File: src/ssdd_pkg.sv
`default_nettype none
// ----------------------------------------------------------------------------
// ssdd_pkg
// Shared types, codes and the segment table of the serial seven-segment
// display driver.
// ----------------------------------------------------------------------------
package ssdd_pkg;

  localparam int NUM_POS     = 4;
  localparam int FRAME_BITS  = 16;

  localparam logic [7:0]  SEG_BLANK  = 8'hFF;
  localparam logic [7:0]  SEG_ZERO   = 8'hC0;
  localparam logic [13:0] MAX_NUMBER = 14'd9999;

  typedef enum logic [2:0] {
    OP_WRITE_NUMBER = 3'd0,
    OP_WRITE_DIGIT  = 3'd1,
    OP_CLEAR        = 3'd2,
    OP_SHOW_ZEROS   = 3'd3,
    OP_HIDE_ZEROS   = 3'd4,
    OP_REFRESH      = 3'd5
  } op_t;

  // decoded command kinds handed from the front to the back
  typedef enum logic [2:0] {
    K_WRITE_ALL = 3'd0,
    K_WRITE_ONE = 3'd1,
    K_SHOW      = 3'd2,
    K_HIDE      = 3'd3,
    K_REFRESH   = 3'd4
  } cmd_kind_t;

  typedef struct packed {
    logic [2:0]  operation;
    logic [13:0] value_to_show;
    logic [3:0]  digit_value;
    logic [1:0]  digit_position;
  } in_item_t;

  typedef struct packed {
    logic serial_bit;
    logic latch_pulse;
    logic last;
  } out_item_t;

  // write one uses codes[0] at pos
  typedef struct packed {
    cmd_kind_t                 kind;
    logic [1:0]                pos;
    logic [NUM_POS-1:0][7:0]   codes;
  } cmd_entry_t;

  function automatic logic [7:0] seg_encode(input logic [3:0] d);
    logic [7:0] code;
    case (d)
      4'd0:    code = 8'hC0;
      4'd1:    code = 8'hF9;
      4'd2:    code = 8'hA4;
      4'd3:    code = 8'hB0;
      4'd4:    code = 8'h99;
      4'd5:    code = 8'h92;
      4'd6:    code = 8'h82;
      4'd7:    code = 8'hF8;
      4'd8:    code = 8'h80;
      4'd9:    code = 8'h90;
      default: code = SEG_BLANK;
    endcase
    return code;
  endfunction

  // k times the decimal place weight of a conversion step
  function automatic logic [13:0] place_mult(input logic [1:0] step, input int k);
    logic [13:0] m;
    case (step)
      2'd0:    m = 14'(k * 1000);
      2'd1:    m = 14'(k * 100);
      default: m = 14'(k * 10);
    endcase
    return m;
  endfunction

endpackage
`default_nettype wire

File: src/ssdd_front.sv
`default_nettype none
// ----------------------------------------------------------------------------
// ssdd_front
// Takes commands, clamps and splits numbers into digits one place per cycle,
// encodes segments and issues decoded commands into the command queue.
// ----------------------------------------------------------------------------
module ssdd_front import ssdd_pkg::*; (
  input  logic       clk,
  input  logic       rst,
  input  logic       push,
  output logic       full,
  input  in_item_t   command,
  output logic       q_push,
  output cmd_entry_t q_entry,
  input  logic       q_full
);

  typedef enum logic [2:0] {
    ST_IDLE    = 3'b001,
    ST_CONVERT = 3'b010,
    ST_ISSUE   = 3'b100
  } state_t;

  state_t                  state;
  state_t                  state_next;
  cmd_kind_t               kind;
  logic [1:0]              pos;
  logic [NUM_POS-1:0][7:0] codes;
  logic [13:0]             rem;
  logic [1:0]              step;

  logic        accept;
  logic [3:0]  digit;
  logic [13:0] sub;
  logic [13:0] rem_next;

  assign full   = (state != ST_IDLE);
  assign accept = push && !full;
  assign q_push = (state == ST_ISSUE) && !q_full;

  assign q_entry.kind  = kind;
  assign q_entry.pos   = pos;
  assign q_entry.codes = codes;

  // largest multiple of the current place weight that fits
  always_comb begin
    digit = 4'd0;
    sub   = 14'd0;
    for (int k = 1; k <= 9; k++) begin
      if (rem >= place_mult(step, k)) begin
        digit = 4'(k);
        sub   = place_mult(step, k);
      end
    end
    rem_next = rem - sub;
  end

  always_comb begin
    state_next = state;
    unique case (state)
      ST_IDLE: begin
        if (accept) begin
          case (op_t'(command.operation))
            OP_WRITE_NUMBER: state_next = ST_CONVERT;
            OP_WRITE_DIGIT, OP_CLEAR, OP_SHOW_ZEROS, OP_HIDE_ZEROS, OP_REFRESH:
              state_next = ST_ISSUE;
            default: state_next = ST_IDLE;
          endcase
        end
      end
      ST_CONVERT: begin
        if (step == 2'd2) state_next = ST_ISSUE;
      end
      ST_ISSUE: begin
        if (!q_full) state_next = ST_IDLE;
      end
      default: state_next = ST_IDLE;
    endcase
  end

  always_ff @(posedge clk) begin
    if (rst) begin
      state <= ST_IDLE;
    end else begin
      state <= state_next;
    end
  end

  always_ff @(posedge clk) begin
    if (state == ST_IDLE && accept) begin
      pos  <= command.digit_position;
      step <= 2'd0;
      rem  <= (command.value_to_show > MAX_NUMBER) ? MAX_NUMBER : command.value_to_show;
      unique case (op_t'(command.operation))
        OP_WRITE_NUMBER: kind <= K_WRITE_ALL;
        OP_WRITE_DIGIT: begin
          kind     <= K_WRITE_ONE;
          codes[0] <= seg_encode(command.digit_value);
        end
        OP_CLEAR: begin
          kind  <= K_WRITE_ALL;
          codes <= {NUM_POS{SEG_BLANK}};
        end
        OP_SHOW_ZEROS: kind <= K_SHOW;
        OP_HIDE_ZEROS: kind <= K_HIDE;
        OP_REFRESH:    kind <= K_REFRESH;
        default:       kind <= kind;
      endcase
    end else if (state == ST_CONVERT) begin
      codes[~step] <= seg_encode(digit);
      rem          <= rem_next;
      step         <= step + 2'd1;
      // units digit is what is left after the tens step
      if (step == 2'd2) codes[0] <= seg_encode(rem_next[3:0]);
    end
  end

endmodule
`default_nettype wire

File: src/ssdd_cmd_fifo.sv
`default_nettype none
// ----------------------------------------------------------------------------
// ssdd_cmd_fifo
// Short queue of decoded commands between the front and the back.
// ----------------------------------------------------------------------------
module ssdd_cmd_fifo import ssdd_pkg::*; #(
  parameter int DEPTH = 2
) (
  input  logic       clk,
  input  logic       rst,
  input  logic       push,
  input  cmd_entry_t entry_in,
  output logic       full,
  input  logic       pop,
  output cmd_entry_t entry_out,
  output logic       empty
);

  localparam int PTR_W = (DEPTH > 1) ? $clog2(DEPTH) : 1;
  localparam int CNT_W = $clog2(DEPTH + 1);
  localparam logic [PTR_W-1:0] LAST_PTR = PTR_W'(DEPTH - 1);
  localparam logic [CNT_W-1:0] DEPTH_CNT = CNT_W'(DEPTH);

  cmd_entry_t       mem [DEPTH];
  logic [PTR_W-1:0] wr_ptr;
  logic [PTR_W-1:0] rd_ptr;
  logic [CNT_W-1:0] count;
  logic             do_push;
  logic             do_pop;

  assign full      = (count == DEPTH_CNT);
  assign empty     = (count == '0);
  assign do_push   = push && !full;
  assign do_pop    = pop && !empty;
  assign entry_out = mem[rd_ptr];

  always_ff @(posedge clk) begin
    if (do_push) mem[wr_ptr] <= entry_in;
  end

  always_ff @(posedge clk) begin
    if (rst) begin
      wr_ptr <= '0;
      rd_ptr <= '0;
      count  <= '0;
    end else begin
      if (do_push) wr_ptr <= (wr_ptr == LAST_PTR) ? '0 : wr_ptr + PTR_W'(1);
      if (do_pop)  rd_ptr <= (rd_ptr == LAST_PTR) ? '0 : rd_ptr + PTR_W'(1);
      if (do_push && !do_pop)      count <= count + CNT_W'(1);
      else if (do_pop && !do_push) count <= count - CNT_W'(1);
    end
  end

endmodule
`default_nettype wire

File: src/ssdd_back.sv
`default_nettype none
// ----------------------------------------------------------------------------
// ssdd_back
// Holds the digit codes, carries out queued commands and shifts refresh
// frames out one bit per cycle, while the result side keeps popping, through an output register.
// ----------------------------------------------------------------------------
module ssdd_back import ssdd_pkg::*; (
  input  logic       clk,
  input  logic       rst,
  input  logic       q_empty,
  input  cmd_entry_t q_entry,
  output logic       q_pop,
  output out_item_t  result,
  output logic       empty,
  input  logic       pop
);

  localparam int CNT_W = $clog2(NUM_POS * FRAME_BITS);

  logic [NUM_POS-1:0][7:0] digits;
  logic [NUM_POS-1:0][7:0] digits_next;
  logic [CNT_W-1:0]        cnt;
  logic                    out_valid;
  out_item_t               out_data;

  logic                    slot_free;
  logic                    emit;
  logic [1:0]              bit_pos;
  logic [3:0]              bit_idx;
  logic [15:0]             frame;
  out_item_t               bit_item;

  assign empty     = !out_valid;
  assign result    = out_data;
  assign slot_free = !out_valid || pop;

  assign bit_pos = cnt[CNT_W-1 -: 2];
  assign bit_idx = cnt[3:0];
  assign frame   = {digits[bit_pos], 8'(8'd1 << bit_pos)};

  // msb first within each frame
  assign bit_item.serial_bit  = frame[~bit_idx];
  assign bit_item.latch_pulse = &bit_idx;
  assign bit_item.last        = &cnt;

  always_comb begin
    digits_next = digits;
    q_pop       = 1'b0;
    emit        = 1'b0;
    if (!q_empty) begin
      unique case (q_entry.kind)
        K_WRITE_ALL: begin
          digits_next = q_entry.codes;
          q_pop       = 1'b1;
        end
        K_WRITE_ONE: begin
          digits_next[q_entry.pos] = q_entry.codes[0];
          q_pop                    = 1'b1;
        end
        K_SHOW: begin
          // top down, stop at the first position that is not blank
          if (digits[3] == SEG_BLANK) begin
            digits_next[3] = SEG_ZERO;
            if (digits[2] == SEG_BLANK) begin
              digits_next[2] = SEG_ZERO;
              if (digits[1] == SEG_BLANK) digits_next[1] = SEG_ZERO;
            end
          end
          q_pop = 1'b1;
        end
        K_HIDE: begin
          if (digits[3] == SEG_ZERO) begin
            digits_next[3] = SEG_BLANK;
            if (digits[2] == SEG_ZERO) begin
              digits_next[2] = SEG_BLANK;
              if (digits[1] == SEG_ZERO) digits_next[1] = SEG_BLANK;
            end
          end
          q_pop = 1'b1;
        end
        K_REFRESH: begin
          if (slot_free) begin
            emit  = 1'b1;
            q_pop = &cnt;
          end
        end
        default: q_pop = 1'b1;
      endcase
    end
  end

  always_ff @(posedge clk) begin
    if (rst) begin
      digits    <= {NUM_POS{SEG_BLANK}};
      cnt       <= '0;
      out_valid <= 1'b0;
    end else begin
      digits <= digits_next;
      if (emit) cnt <= cnt + CNT_W'(1);
      if (emit)     out_valid <= 1'b1;
      else if (pop) out_valid <= 1'b0;
    end
  end

  always_ff @(posedge clk) begin
    if (emit) out_data <= bit_item;
  end

endmodule
`default_nettype wire

File: src/seven_segment_serial_display_driver_top.sv
`default_nettype none
// ----------------------------------------------------------------------------
// seven_segment_serial_display_driver_top
// Four-digit seven-segment display driver with a serial frame output.
// ----------------------------------------------------------------------------
// A command goes from the front's issue state through the queue to the back;
//   write number first passes the converter, one decimal place per cycle.
// The front takes no new command until the last enters the queue; a refresh
//   holds the back for 64 bits, one per cycle while the result side pops
// reset: synchronous, clears the queue and output register, all digits blank
module seven_segment_serial_display_driver_top import ssdd_pkg::*; #(
  parameter int QUEUE_DEPTH = 2
) (
  input  logic      clk,
  input  logic      rst,
  input  logic      push,
  output logic      full,
  input  in_item_t  command,
  output logic      empty,
  input  logic      pop,
  output out_item_t result
);

  logic       q_push;
  logic       q_full;
  logic       q_pop;
  logic       q_empty;
  cmd_entry_t q_wr_entry;
  cmd_entry_t q_rd_entry;

  ssdd_front u_front (
    .clk     (clk),
    .rst     (rst),
    .push    (push),
    .full    (full),
    .command (command),
    .q_push  (q_push),
    .q_entry (q_wr_entry),
    .q_full  (q_full)
  );

  ssdd_cmd_fifo #(
    .DEPTH (QUEUE_DEPTH)
  ) u_queue (
    .clk       (clk),
    .rst       (rst),
    .push      (q_push),
    .entry_in  (q_wr_entry),
    .full      (q_full),
    .pop       (q_pop),
    .entry_out (q_rd_entry),
    .empty     (q_empty)
  );

  ssdd_back u_back (
    .clk     (clk),
    .rst     (rst),
    .q_empty (q_empty),
    .q_entry (q_rd_entry),
    .q_pop   (q_pop),
    .result  (result),
    .empty   (empty),
    .pop     (pop)
  );

endmodule
`default_nettype wire

File: config.mk
export PLATFORM = sky130hd
export DESIGN_NAME = seven_segment_serial_display_driver_top
export DESIGN_NICKNAME = d
export VERILOG_FILES = /design/src/ssdd_pkg.sv /design/src/ssdd_front.sv /design/src/ssdd_cmd_fifo.sv /design/src/ssdd_back.sv /design/src/seven_segment_serial_display_driver_top.sv
export SDC_FILE = /design/constraint.sdc
export NUM_CORES = 1
export LEC_CHECK = 0
export BUFFER_PORTS_ARGS = -buffer_cell sky130_fd_sc_hd__buf_2
export CORE_UTILIZATION = 44
export CTS_CLUSTER_DIAMETER = 60
export CTS_CLUSTER_SIZE = 8
export DETAILED_ROUTE_END_ITERATION = 12
export GPL_ROUTABILITY_DRIVEN = 0
export PLACE_DENSITY = 0.57
export SYNTH_ARGS = -nofsm -noshare
export SYNTH_HDL_FRONTEND = slang
export SYNTH_SLANG_ARGS = --single-unit
File: constraint.sdc
create_clock -name clk -period 13.7 [get_ports clk]
set_clock_uncertainty 0.1 [all_clocks]
set_input_delay 2.055 -clock clk [delete_from_list [all_inputs] [get_ports clk]]
set_output_delay 2.055 -clock clk [all_outputs]
set_load 0.03 [all_outputs]
==> flow_results.xml, run 1 <==
<?xml version="1.0" encoding="UTF-8"?>
<metrics>
  <group name="outcome">
    <metric name="status" unit="">finished clean</metric>
  </group>
  <group name="logic_synthesis">
    <metric name="synth.yosys.warnings" unit="">0</metric>
    <metric name="synth.lib_cells_used.distinct" unit="">86</metric>
    <metric name="async_reset_ff_share" unit="%">0</metric>
    <metric name="synth-edff-count" unit="">128</metric>
    <metric name="synth.most_common_cell" unit="">edfxtp_1</metric>
    <metric name="top_cells_by_area_synth" unit="">edfxtp_1 36%, dfxtp_1 9.2%, ha_1 8.0%</metric>
    <metric name="synth_seq_area_share" unit="%">45.1</metric>
    <metric name="synth_flop_cell" unit="">edfxtp_1</metric>
    <metric name="ys_top_cells_by_count" unit="">128 x edfxtp_1, 87 x nand2_1, 78 x nor2_1</metric>
    <metric name="syn_area" unit="sq um">10700</metric>
    <metric name="synthCells" unit="">1029</metric>
    <metric name="ys_seq_elements" unit="">177</metric>
    <metric name="synth.avg_cell_area" unit="sq um">10.4</metric>
    <metric name="synth_nets" unit="">1125</metric>
    <metric name="post-synth-top-area-cell" unit="">edfxtp_1</metric>
    <metric name="yosysTopAreaCellShare" unit="%">35.9</metric>
  </group>
  <group name="critical_path">
    <metric name="crit_path_max_incr_delay" unit="ns">0.87</metric>
    <metric name="worstPathRequired" unit="ns">13.87</metric>
    <metric name="worst-path-max-fanout" unit="">26</metric>
    <metric name="critical_path_class" unit="">reg -&gt; reg</metric>
    <metric name="crit_path_start_kind" unit="">register</metric>
    <metric name="rr_worst_depth" unit="">19</metric>
    <metric name="critical_path.cell_chain" unit="">inv_1 &gt; ha_1 &gt; clkinv_1 &gt; ha_1 &gt; nand3b_1 &gt; nor4b_1 &gt; a41oi_1 &gt; o31ai_1 &gt; nor3_1 &gt; nand2_1 &gt; a21oi_1 &gt; a211o_1 &gt; fa_1 &gt; xor2_1 &gt; o21ai_0 &gt; a21o_1 &gt; nand2_1 &gt; o21ai_0 &gt; a31oi_1</metric>
    <metric name="timing.critical_path.slowest_stage_cell" unit="">clkinv_1</metric>
    <metric name="setup.worst_path.end_class" unit="">register</metric>
    <metric name="critical_path_arrival" unit="ns">7.39</metric>
  </group>
  <group name="sta">
    <metric name="post_route_clock_period_utilization" unit="%">52.7</metric>
    <metric name="report.final.setup_viol" unit="">0</metric>
    <metric name="grt_setup_unrepaired" unit="">false</metric>
    <metric name="timing_hold_violations_final" unit="">0</metric>
    <metric name="fin_tns_setup" unit="ns">0</metric>
    <metric name="fmax" unit="MHz">138</metric>
    <metric name="slew_viol_final" unit="">0</metric>
    <metric name="post-route-min-period" unit="ns">7.22</metric>
    <metric name="max_slew_headroom" unit="%">37.3</metric>
    <metric name="layout_setup_ws" unit="ns">6.48</metric>
    <metric name="worst_slew_pin_slew" unit="ns">0.941</metric>
  </group>
  <group name="grt">
    <metric name="global_route.overflow_total" unit="">0</metric>
    <metric name="grt_first_pass_wirelength" unit="mm">43.6</metric>
    <metric name="via_count_of_the_first_global_routing_pass" unit="">7769</metric>
    <metric name="grt_antenna_before_repair" unit="">0</metric>
    <metric name="grt.total_usage" unit="%">23.2</metric>
    <metric name="grt_start_max_net_pins" unit="">50</metric>
  </group>
  <group name="clock_network">
    <metric name="clk-insertion-delay-late" unit="ns">0.43</metric>
    <metric name="cts_root_buffer" unit="">clkbuf_16</metric>
    <metric name="cts.reportedPaths.clkPinSlew" unit="ns">0.07</metric>
    <metric name="tritoncts.num_buffers" unit="">17</metric>
    <metric name="max-clock-path-buffers" unit="">2</metric>
    <metric name="clock_sinks" unit="">177</metric>
    <metric name="tritoncts" unit="">done</metric>
    <metric name="post_cts.repair.setup_buffers" unit="">0</metric>
    <metric name="cts_hold_buf" unit="">0</metric>
    <metric name="cts_max_level" unit="">4</metric>
    <metric name="post_cts_resized" unit="">0</metric>
  </group>
  <group name="die">
    <metric name="floorplan_die_area" unit="sq um">24900</metric>
    <metric name="num_io_pins" unit="">32</metric>
    <metric name="die_y" unit="um">158</metric>
    <metric name="std_cell_rows" unit="">56</metric>
    <metric name="die_width" unit="um">158</metric>
    <metric name="design.core.area" unit="sq um">23700</metric>
    <metric name="initial_core_util" unit="%">45.2</metric>
  </group>
  <group name="power_and_ir_drop">
    <metric name="clkPwrFrac" unit="%">20.1</metric>
    <metric name="power.switching_fraction" unit="%">42.2</metric>
    <metric name="netSwitchingPower" unit="uW">957</metric>
    <metric name="power" unit="mW">2.27</metric>
    <metric name="internal_power" unit="mW">1.31</metric>
    <metric name="seq_power_share" unit="%">33.4</metric>
    <metric name="power_per_cell_area" unit="nW/um^2">195</metric>
    <metric name="power.combinational.fraction" unit="%">46.5</metric>
    <metric name="irDropWorstVdd" unit="V">0.000151</metric>
    <metric name="power_leakage" unit="nW">4.31</metric>
  </group>
  <group name="drt">
    <metric name="via_count" unit="">8330</metric>
    <metric name="drt_pre_antenna_iters" unit="">5</metric>
    <metric name="drt-vias-per-instance" unit="">6.05</metric>
    <metric name="wire_per_inst" unit="um">20.4</metric>
    <metric name="drt.antenna.violating_nets" unit="">0</metric>
    <metric name="drcViolationCount" unit="">0</metric>
    <metric name="drt_first_iter_violations" unit="">760</metric>
    <metric name="route.final.wire_length" unit="mm">28.1</metric>
  </group>
  <group name="placement">
    <metric name="io_buffer_count" unit="">31</metric>
    <metric name="detailed_place_hpwl" unit="mm">20.5</metric>
    <metric name="place_ws" unit="ns">6.60</metric>
    <metric name="placed_cells" unit="">1345</metric>
  </group>
  <group name="cells_and_area">
    <metric name="fillers" unit="">2208</metric>
    <metric name="insertedDiodeCount" unit="">0</metric>
    <metric name="fin_cells" unit="">1377</metric>
    <metric name="drive_gt1_share" unit="%">14.3</metric>
    <metric name="num-nets-final" unit="">1141</metric>
    <metric name="final_core_util" unit="%">49.2</metric>
    <metric name="areaGrowthSynthToFinish" unit="%">8.97</metric>
  </group>
  <group name="min_path">
    <metric name="holdPathStages" unit="">0</metric>
    <metric name="hold_class" unit="">reg -&gt; reg</metric>
  </group>
  <group name="job">
    <metric name="maxCapViolations" unit="">0</metric>
  </group>
</metrics>
through the flow:
stage	hold slack (ns)	instance area, sq um
2_1_floorplan	0.321	10700
3_3_place_gp	0.326	11100
3_5_place_dp	0.334	11100
4_1_cts	0.349	11700
5_1_grt	0.354	11700
6_report	0.347	11700
power groups by stage:
stage	combinational, mW	clock (mW)	sequential (mW)
after floorplan	0.806	0	0.715
after global placement	1.05	0	0.767
after detailed placement	1.04	0	0.765
after CTS	1.05	0.464	0.754
after global routing	1.17	0.487	0.762
final	1.06	0.457	0.757
area by class of cell:
cell class                      count  area (sq um)  area share (%)
Clock buffer                       20           438            3.76
Clock inverter                     12          98.8           0.848
Inverter                           39           146            1.26
Multi-Input combinational cell    770          5520            47.4
Sequential cell                   177          4830            41.4
Tap cell                          319           399            3.43
Timing Repair Buffer               40           223            1.91
worst max-delay path, delay by kind of cell, from the launching register on:
family | cells | cell delay, ns
AO/OA/AOI/OAI | 8 | 1.88
AND/OR/NAND/NOR | 5 | 1.12
buffers and inverters | 2 | 1.12
adder cells (fa/ha/maj) | 3 | 1.78
XOR/XNOR | 1 | 0.57
flip-flops | 1 | 0.49
kinds of logic after synthesis:
family                   count (synthesis)  synth area share [%]
flip-flops                             177                  45.1
AND/OR/NAND/NOR                        316                  15.0
AO/OA/AOI/OAI                          311                  20.3
adder cells (fa/ha/maj)                 69                  8.14
XOR/XNOR                                26                  2.13
multiplexers                            48                  6.01
buffers and inverters                   82                  3.32
worst paths after layout:
check                     startpoint            endpoint  slack [ns]
hold / removal    u_front.q_entry[6]   u_queue.mem[1][6]        0.35
setup / recovery     u_front.step[1]  u_front.q_entry[6]        6.48
hold reg to reg   u_front.q_entry[6]   u_queue.mem[1][6]        0.35
setup reg to reg     u_front.step[1]  u_front.q_entry[6]        6.48
sequential cells by signal, indices dropped and copies added (netlist names), named ones only:
signal	count
u_back.cnt	6
u_back.digits	32
u_back.out_valid	1
u_back.result	3
u_front.kind	3
u_front.pos	2
u_front.q_entry	32
u_front.rem	14
u_front.state	3
u_front.step	2
u_queue.count	2
u_queue.mem	74
u_queue.rd_ptr	1
u_queue.wr_ptr	1
placed cells by master (no fill, tap or decap), drive strengths merged, types with 6 or more instances in the layout:
| cell type | synthesis | routed |
|---|---|---|
| a21o | 11 | 11 |
| or2 | 11 | 11 |
| xor2 | 13 | 13 |
| buf | 7 | 40 |
| mux2 | 27 | 27 |
| a31oi | 7 | 7 |
| nand3 | 17 | 17 |
| nand2 | 89 | 89 |
| dfxtp | 49 | 49 |
| or3 | 7 | 7 |
| nor2b | 13 | 13 |
| a211o | 12 | 12 |
| o21ai | 68 | 68 |
| o211ai | 14 | 14 |
| clkbuf | 34 | 20 |
| o31ai | 7 | 7 |
| edfxtp | 128 | 128 |
| a22oi | 22 | 22 |
| and2 | 6 | 6 |
| mux4 | 10 | 10 |
| xnor2 | 13 | 13 |
| nor3b | 6 | 6 |
| o22ai | 8 | 8 |
| mux2i | 11 | 11 |
| a21oi | 74 | 74 |
| ha | 68 | 68 |
| a221o | 22 | 22 |
| nor4 | 8 | 8 |
| o311ai | 6 | 6 |
| nor2 | 79 | 79 |
| and3 | 6 | 6 |
| a211oi | 12 | 12 |
| nand2b | 20 | 20 |
| inv | 36 | 42 |
| nor3 | 27 | 27 |
| clkinv | 3 | 8 |
routing by layer:
| layer | vias to the layer above | GRT usage [%] | wire length (um) | part of all wire (%) |
|---|---|---|---|---|
| met4 | 0 | 10.2 | 1020 | 3.6 |
| met1 | 3988 | 30.1 | 12500 | 44 |
| li1 | 3975 | - | - | - |
| met5 | - | 0 | 0 | 0 |
| met2 | 292 | 37.8 | 13300 | 47 |
| met3 | 75 | 4.11 | 1370 | 4.9 |
Power figures use the tool's default switching activity.
==> inputs of run 2 (changes only) <==
--- a/config.mk
+++ b/config.mk
@@ -5,6 +5,7 @@
 export SDC_FILE = /design/constraint.sdc
 export NUM_CORES = 1
 export LEC_CHECK = 0
+export ABC_AREA = 1
 export BUFFER_PORTS_ARGS = -buffer_cell sky130_fd_sc_hd__buf_2
 export CORE_UTILIZATION = 44
 export CTS_CLUSTER_DIAMETER = 60
==> constraint.sdc (replaced) <==
create_clock -name clk -period 6.9 [get_ports clk]
set_clock_uncertainty 0.1 [all_clocks]
set_input_delay 1.035 -clock clk [delete_from_list [all_inputs] [get_ports clk]]
set_output_delay 1.035 -clock clk [all_outputs]
set_load 0.03 [all_outputs]
==> flow_results.xml, run 2 <==
<?xml version="1.0" encoding="UTF-8"?>
<metrics>
  <group name="outcome">
    <metric name="status" unit="">finished clean</metric>
  </group>
  <group name="cells_and_area">
    <metric name="insertedDiodeCount" unit="">0</metric>
    <metric name="multi_input_area" unit="sq um">5390</metric>
    <metric name="mostFrequentLayoutCells" unit="">257 x nand2_1, 190 x inv_1, 128 x edfxtp_1, 123 x a21oi_1, 106 x nor2_1</metric>
    <metric name="max_reg_flops" unit="">74</metric>
    <metric name="areaGrowthSynthToFinish" unit="%">10.4</metric>
    <metric name="fillers" unit="">2389</metric>
    <metric name="regArea" unit="sq um">4830</metric>
    <metric name="num-nets-final" unit="">1482</metric>
    <metric name="drive_gt1_share" unit="%">9.65</metric>
    <metric name="reg_with_most_ffs" unit="">u_queue.mem</metric>
    <metric name="layout_commonest_cell" unit="">nand2_1</metric>
  </group>
  <group name="clock_network">
    <metric name="cts_hold_buf" unit="">0</metric>
    <metric name="post_cts.repair.setup_buffers" unit="">0</metric>
    <metric name="clk-insertion-delay-late" unit="ns">0.44</metric>
    <metric name="cts_root_buffer" unit="">clkbuf_16</metric>
    <metric name="cts_max_level" unit="">4</metric>
    <metric name="cts.reportedPaths.clkPinSlew" unit="ns">0.08</metric>
    <metric name="tritoncts.num_buffers" unit="">17</metric>
    <metric name="post_cts_resized" unit="">0</metric>
    <metric name="clock_sinks" unit="">177</metric>
    <metric name="tritoncts" unit="">done</metric>
    <metric name="max-clock-path-buffers" unit="">2</metric>
  </group>
  <group name="logic_synthesis">
    <metric name="async_reset_ff_share" unit="%">0</metric>
    <metric name="synth_nets" unit="">1453</metric>
    <metric name="top_cells_by_area_synth" unit="">edfxtp_1 35%, dfxtp_1 8.8%, nand2_1 8.7%</metric>
    <metric name="syn_area" unit="sq um">11100</metric>
    <metric name="synthCells" unit="">1357</metric>
    <metric name="synth.avg_cell_area" unit="sq um">8.17</metric>
    <metric name="synth.lib_cells_used.distinct" unit="">58</metric>
    <metric name="post-synth-top-area-cell" unit="">edfxtp_1</metric>
    <metric name="synth.yosys.warnings" unit="">0</metric>
    <metric name="ys_top_cells_by_count" unit="">257 x nand2_1, 190 x inv_1, 128 x edfxtp_1</metric>
    <metric name="synth_seq_area_share" unit="%">43.5</metric>
    <metric name="yosysTopAreaCellShare" unit="%">34.7</metric>
    <metric name="synth-edff-count" unit="">128</metric>
    <metric name="synth.most_common_cell" unit="">nand2_1</metric>
    <metric name="ys_seq_elements" unit="">177</metric>
    <metric name="synth_flop_cell" unit="">edfxtp_1</metric>
  </group>
  <group name="sta">
    <metric name="worst_slew_pin_slew" unit="ns">1.01</metric>
    <metric name="slew_viol_final" unit="">0</metric>
    <metric name="fin_tns_setup" unit="ns">0</metric>
    <metric name="post_route_clock_period_utilization" unit="%">88.9</metric>
    <metric name="report.final.setup_viol" unit="">0</metric>
    <metric name="fmax" unit="MHz">163</metric>
    <metric name="timing_hold_violations_final" unit="">0</metric>
    <metric name="grt_setup_unrepaired" unit="">false</metric>
    <metric name="max_slew_headroom" unit="%">32.4</metric>
    <metric name="post-route-min-period" unit="ns">6.13</metric>
  </group>
  <group name="grt">
    <metric name="grt_antenna_before_repair" unit="">0</metric>
    <metric name="grt_first_pass_wirelength" unit="mm">49.5</metric>
    <metric name="grt.total_usage" unit="%">24.7</metric>
    <metric name="global_route.overflow_total" unit="">0</metric>
    <metric name="grt_start_max_net_pins" unit="">55</metric>
    <metric name="via_count_of_the_first_global_routing_pass" unit="">8990</metric>
  </group>
  <group name="power_and_ir_drop">
    <metric name="irDropWorstVdd" unit="V">0.000188</metric>
    <metric name="power_per_cell_area" unit="nW/um^2">423</metric>
    <metric name="power_leakage" unit="nW">5.30</metric>
    <metric name="power" unit="mW">5.18</metric>
  </group>
  <group name="drt">
    <metric name="drt_pre_antenna_iters" unit="">5</metric>
    <metric name="wire_per_inst" unit="um">18.3</metric>
    <metric name="drt-vias-per-instance" unit="">5.60</metric>
    <metric name="drcViolationCount" unit="">0</metric>
    <metric name="route.final.wire_length" unit="mm">31.5</metric>
    <metric name="drt.antenna.violating_nets" unit="">0</metric>
    <metric name="via_count" unit="">9650</metric>
    <metric name="drt_first_iter_violations" unit="">995</metric>
  </group>
  <group name="critical_path">
    <metric name="crit_path_start_kind" unit="">register</metric>
    <metric name="worstPathRequired" unit="ns">7.00</metric>
    <metric name="crit_top_cell" unit="">nand2_1</metric>
    <metric name="crit_path_max_incr_delay" unit="ns">0.63</metric>
    <metric name="critical_path_arrival" unit="ns">6.23</metric>
    <metric name="timing.critical_path.slowest_stage_cell" unit="">ha_1</metric>
    <metric name="critical_path_class" unit="">reg -&gt; reg</metric>
    <metric name="worst-path-max-fanout" unit="">14</metric>
    <metric name="setup.worst_path.end_class" unit="">register</metric>
  </group>
  <group name="die">
    <metric name="design.core.area" unit="sq um">24500</metric>
    <metric name="num_io_pins" unit="">32</metric>
    <metric name="initial_core_util" unit="%">45.2</metric>
    <metric name="die_width" unit="um">161</metric>
    <metric name="floorplan_die_area" unit="sq um">25800</metric>
    <metric name="std_cell_rows" unit="">57</metric>
    <metric name="die_y" unit="um">161</metric>
  </group>
  <group name="job">
    <metric name="maxCapViolations" unit="">0</metric>
  </group>
  <group name="placement">
    <metric name="detailed_place_hpwl" unit="mm">23.2</metric>
    <metric name="io_buffer_count" unit="">31</metric>
  </group>
  <group name="min_path">
    <metric name="hold_class" unit="">reg -&gt; reg</metric>
  </group>
</metrics>
run 2: cell count changes in the layout (fill, tap and decap cells not counted), moves of 13 or more:
cell and change:
a21oi_1 +50, a22oi_1 -19, inv_1 +154, mux2_2 -19, nand2_1 +170, nand2b_1 -20
nand3_1 +59, nand4_1 +20, nor2_1 +28, nor2b_1 -13, o211ai_1 +16, o21ai_0 +24
o22ai_1 +15
run 2: where the power goes:
part | switching [mW] | leakage [nW] | total [mW] | internal [mW]
Combinational | 1.75 | 3.43 | 2.60 | 0.848
Sequential | 0.200 | 1.56 | 1.54 | 1.34
Clock | 0.526 | 0.310 | 1.04 | 0.512
run 2: kinds of logic after synthesis:
logic type | Yosys count | share of synthesized area (%)
multiplexers | 15 | 1.44
buffers and inverters | 231 | 8.01
AO/OA/AOI/OAI | 326 | 17.3
XOR/XNOR | 8 | 0.632
AND/OR/NAND/NOR | 531 | 21.3
flip-flops | 177 | 43.5
adder cells (fa/ha/maj) | 69 | 7.86
run 2: final cells by class:
type / count / share of cell area [%]
clock buffers: 17 / 3.48
clock inverters: 15 / 1.78
inverters: 202 / 6.20
multi-input cells: 949 / 44.0
flip-flops and latches: 177 / 39.4
well taps: 324 / 3.31
repair buffers: 39 / 1.76
run 2: layer usage:
layer | global-route usage (%) | wire (um) | vias up
li1 | - | - | 4747
met2 | 35.7 | 13000 | 355
met5 | 0 | 0 | -
met3 | 4.49 | 2350 | 39
met4 | 5.75 | 467 | 0
met1 | 38.0 | 15600 | 4509
run 2: critical path, delay by kind of cell, from the launching register on:
kind,cells,cell delay (ns)
buffers and inverters,5,1.12
AOI/OAI and AO/OA,4,0.87
adders and majority gates,4,1.63
DFF,1,0.50
and+or+nand+nor,19,1.68
run 2: through the flow:
stage	cell area (sq um)	hold slack (ns)	cells	util, %	worst slack, ns
floorplan	11100	0.321	1357	-	1.69
global placement	11600	0.325	1691	47.2	1.19
detailed placement	11600	0.332	1691	47.2	0.922
CTS	12200	0.347	1723	49.9	0.890
global route	12200	0.353	1723	49.9	0.320
finish	12200	0.348	1723	49.9	0.766
run 2: worst paths after layout:
| check | startpoint | end | slack [ns] | depth (start not counted) |
|---|---|---|---|---|
| max | u_front.step[1] | u_front.rem[11] | 0.77 | 32 |
| min | u_front.q_entry[6] | u_queue.mem[0][6] | 0.35 | 0 |
| max reg2reg | u_front.step[1] | u_front.rem[11] | 0.77 | 32 |
| min reg2reg | u_front.q_entry[6] | u_queue.mem[0][6] | 0.35 | 0 |
==> inputs of run 3 (changes only) <==
--- a/config.mk
+++ b/config.mk
@@ -6,13 +6,13 @@
 export NUM_CORES = 1
 export LEC_CHECK = 0
 export ABC_AREA = 1
-export BUFFER_PORTS_ARGS = -buffer_cell sky130_fd_sc_hd__buf_2
-export CORE_UTILIZATION = 44
+export CORE_UTILIZATION = 24
 export CTS_CLUSTER_DIAMETER = 60
 export CTS_CLUSTER_SIZE = 8
 export DETAILED_ROUTE_END_ITERATION = 12
+export DONT_BUFFER_PORTS = 1
 export GPL_ROUTABILITY_DRIVEN = 0
-export PLACE_DENSITY = 0.57
+export PLACE_DENSITY = 0.34
 export SYNTH_ARGS = -nofsm -noshare
 export SYNTH_HDL_FRONTEND = slang
 export SYNTH_SLANG_ARGS = --single-unit
==> flow_results.xml, run 3 (synthesis gave the netlist of run 2 again) <==
<?xml version="1.0" encoding="UTF-8"?>
<metrics>
  <group name="outcome">
    <metric name="status" unit="">finished clean</metric>
  </group>
  <group name="cells_and_area">
    <metric name="layout_commonest_cell" unit="">nand2_1</metric>
    <metric name="fillers" unit="">4955</metric>
    <metric name="max_reg_flops" unit="">74</metric>
    <metric name="reg_with_most_ffs" unit="">u_queue.mem</metric>
    <metric name="mostFrequentLayoutCells" unit="">257 x nand2_1, 190 x inv_1, 128 x edfxtp_1, 123 x a21oi_1, 106 x nor2_1</metric>
    <metric name="num-nets-final" unit="">1451</metric>
    <metric name="insertedDiodeCount" unit="">0</metric>
    <metric name="areaGrowthSynthToFinish" unit="%">11.6</metric>
    <metric name="final_design_area_no_fill" unit="sq um">12400</metric>
    <metric name="drive_gt1_share" unit="%">7.60</metric>
  </group>
  <group name="placement">
    <metric name="placed_area" unit="sq um">11800</metric>
    <metric name="io_buffer_count" unit="">0</metric>
    <metric name="detailed_place_hpwl" unit="mm">28.0</metric>
  </group>
  <group name="drt">
    <metric name="route.final.wire_length" unit="mm">36.8</metric>
    <metric name="drt_first_iter_violations" unit="">634</metric>
    <metric name="drt_pre_antenna_iters" unit="">5</metric>
    <metric name="drt-vias-per-instance" unit="">4.77</metric>
    <metric name="wire_per_inst" unit="um">18.7</metric>
    <metric name="drt.antenna.violating_nets" unit="">0</metric>
    <metric name="via_count" unit="">9395</metric>
    <metric name="drcViolationCount" unit="">0</metric>
  </group>
  <group name="critical_path">
    <metric name="regToRegStartpoint" unit="">u_front.step[1]</metric>
    <metric name="rr_endpoint" unit="">u_front.rem[11]</metric>
    <metric name="worstPathRequired" unit="ns">7.05</metric>
    <metric name="worst-path-max-fanout" unit="">14</metric>
    <metric name="setup.worst_path.end_class" unit="">register</metric>
    <metric name="critical_path_arrival" unit="ns">6.13</metric>
    <metric name="timing.critical_path.slowest_stage_cell" unit="">dfxtp_1</metric>
    <metric name="timing.critical_path.from" unit="">u_front.step[1]</metric>
    <metric name="critical_path_class" unit="">reg -&gt; reg</metric>
    <metric name="rr_worst_depth" unit="">29</metric>
    <metric name="crit_path_start_kind" unit="">register</metric>
    <metric name="crit_path_max_incr_delay" unit="ns">0.71</metric>
    <metric name="setup.reg_to_reg.worst_slack" unit="ns">0.92</metric>
    <metric name="crit_path_end" unit="">u_front.rem[11]</metric>
    <metric name="crit_top_cell" unit="">nand2_1</metric>
  </group>
  <group name="sta">
    <metric name="report.final.setup_viol" unit="">0</metric>
    <metric name="post_route_clock_period_utilization" unit="%">86.6</metric>
    <metric name="fmax" unit="MHz">167</metric>
    <metric name="worst_slew_pin_slew" unit="ns">1.12</metric>
    <metric name="grt_setup_unrepaired" unit="">false</metric>
    <metric name="max_slew_headroom" unit="%">25.0</metric>
    <metric name="timing_hold_violations_final" unit="">0</metric>
    <metric name="slew_viol_final" unit="">0</metric>
    <metric name="fin_tns_setup" unit="ns">0</metric>
    <metric name="post-route-min-period" unit="ns">5.98</metric>
  </group>
  <group name="clock_network">
    <metric name="post_cts_resized" unit="">0</metric>
    <metric name="cts_max_level" unit="">4</metric>
    <metric name="tritoncts.num_buffers" unit="">17</metric>
    <metric name="clk-insertion-delay-late" unit="ns">0.48</metric>
    <metric name="tritoncts" unit="">done</metric>
    <metric name="cts.reportedPaths.clkPinSlew" unit="ns">0.08</metric>
    <metric name="cts_hold_buf" unit="">0</metric>
    <metric name="post_cts.repair.setup_buffers" unit="">0</metric>
    <metric name="clock_sinks" unit="">177</metric>
    <metric name="max-clock-path-buffers" unit="">2</metric>
    <metric name="cts_root_buffer" unit="">clkbuf_16</metric>
  </group>
  <group name="grt">
    <metric name="grt_start_max_net_pins" unit="">60</metric>
    <metric name="via_count_of_the_first_global_routing_pass" unit="">9031</metric>
    <metric name="grt_antenna_before_repair" unit="">0</metric>
    <metric name="global_route.overflow_total" unit="">0</metric>
    <metric name="grt_first_pass_wirelength" unit="mm">56.2</metric>
    <metric name="grt.total_usage" unit="%">16.1</metric>
  </group>
  <group name="die">
    <metric name="floorplan_die_area" unit="sq um">47000</metric>
    <metric name="die_y" unit="um">217</metric>
    <metric name="num_io_pins" unit="">32</metric>
    <metric name="design.core.area" unit="sq um">45500</metric>
    <metric name="std_cell_rows" unit="">78</metric>
    <metric name="die_width" unit="um">217</metric>
    <metric name="initial_core_util" unit="%">24.4</metric>
  </group>
  <group name="power_and_ir_drop">
    <metric name="power_leakage" unit="nW">5.15</metric>
    <metric name="irDropWorstVdd" unit="V">0.000191</metric>
    <metric name="power_per_cell_area" unit="nW/um^2">420</metric>
  </group>
  <group name="min_path">
    <metric name="hold_class" unit="">reg -&gt; reg</metric>
  </group>
  <group name="job">
    <metric name="maxCapViolations" unit="">0</metric>
  </group>
</metrics>
-- run 3: changes by cell type in the layout (fill, tap and decap cells not counted), moves of 2 or more --
cell	delta
inv_6	+2
buf_2	-31
clkinvlp_4	+3
inv_12	-3
clkinv_8	-2
-- run 3: area by class of cell --
cell class	instances	area, sq um	share of cell area [%]
clock buffers	17	425	3.44
clock inverters	15	168	1.35
well taps	600	751	6.07
repair buffers	8	60.1	0.485
flip-flops and latches	177	4830	39.0
multi-input cells	949	5390	43.5
inverters	202	758	6.13
-- run 3: worst min-delay path by stage --
| stage | from | end | slack, ns | cells after the start |
|---|---|---|---|---|
| global placement | u_front.q_entry[5] | u_queue.mem[0][5] | 0.32 | 0 |
| finish | u_front.q_entry[1] | u_queue.mem[0][1] | 0.35 | 0 |
| detailed placement | u_front.q_entry[5] | u_queue.mem[0][5] | 0.33 | 0 |
| CTS | u_front.q_entry[5] | u_queue.mem[1][5] | 0.35 | 0 |
| floorplan | u_front.q_entry[0] | u_queue.mem[0][0] | 0.32 | 0 |
| global route | u_front.q_entry[4] | u_queue.mem[0][4] | 0.37 | 0 |
-- run 3: power breakdown --
group          total, mW  switching (mW)  internal, mW
clock network       1.00           0.513         0.487
logic               2.66            1.82         0.844
registers           1.54           0.200          1.34
-- run 3: layer usage --
layer / vias to the layer above / GRT usage (%) / part of all wire (%)
li1: 4683 / - / -
met1: 4473 / 22.0 / 49
met2: 195 / 25.0 / 45
met3: 44 / 3.47 / 4.4
met4: 0 / 5.21 / 2.2
met5: - / 0 / 0
-- run 3: worst max-delay path: cells and delay by family (launching register included) --
kind,cells,cell delay [ns]
and+or+nand+nor,18,1.83
DFF,1,0.71
adders and majority gates,4,1.42
buffers and inverters,4,0.96
AOI/OAI and AO/OA,3,0.73
-- run 3: per-stage QoR --
| step | worst slack (ns) | instances | power, mW | hold WS, ns | utilization, % |
|---|---|---|---|---|---|
| CTS | 0.871 | 1968 | 5.26 | 0.349 | 27.2 |
| global placement | 0.964 | 1936 | 4.28 | 0.324 | 25.9 |
| global route | 0.367 | 1968 | 5.62 | 0.367 | 27.2 |
| finish | 0.922 | 1968 | 5.20 | 0.352 | 27.2 |
| floorplan | 1.69 | 1357 | 3.40 | 0.321 | - |
| detailed placement | 0.895 | 1936 | 4.23 | 0.329 | 25.9 |
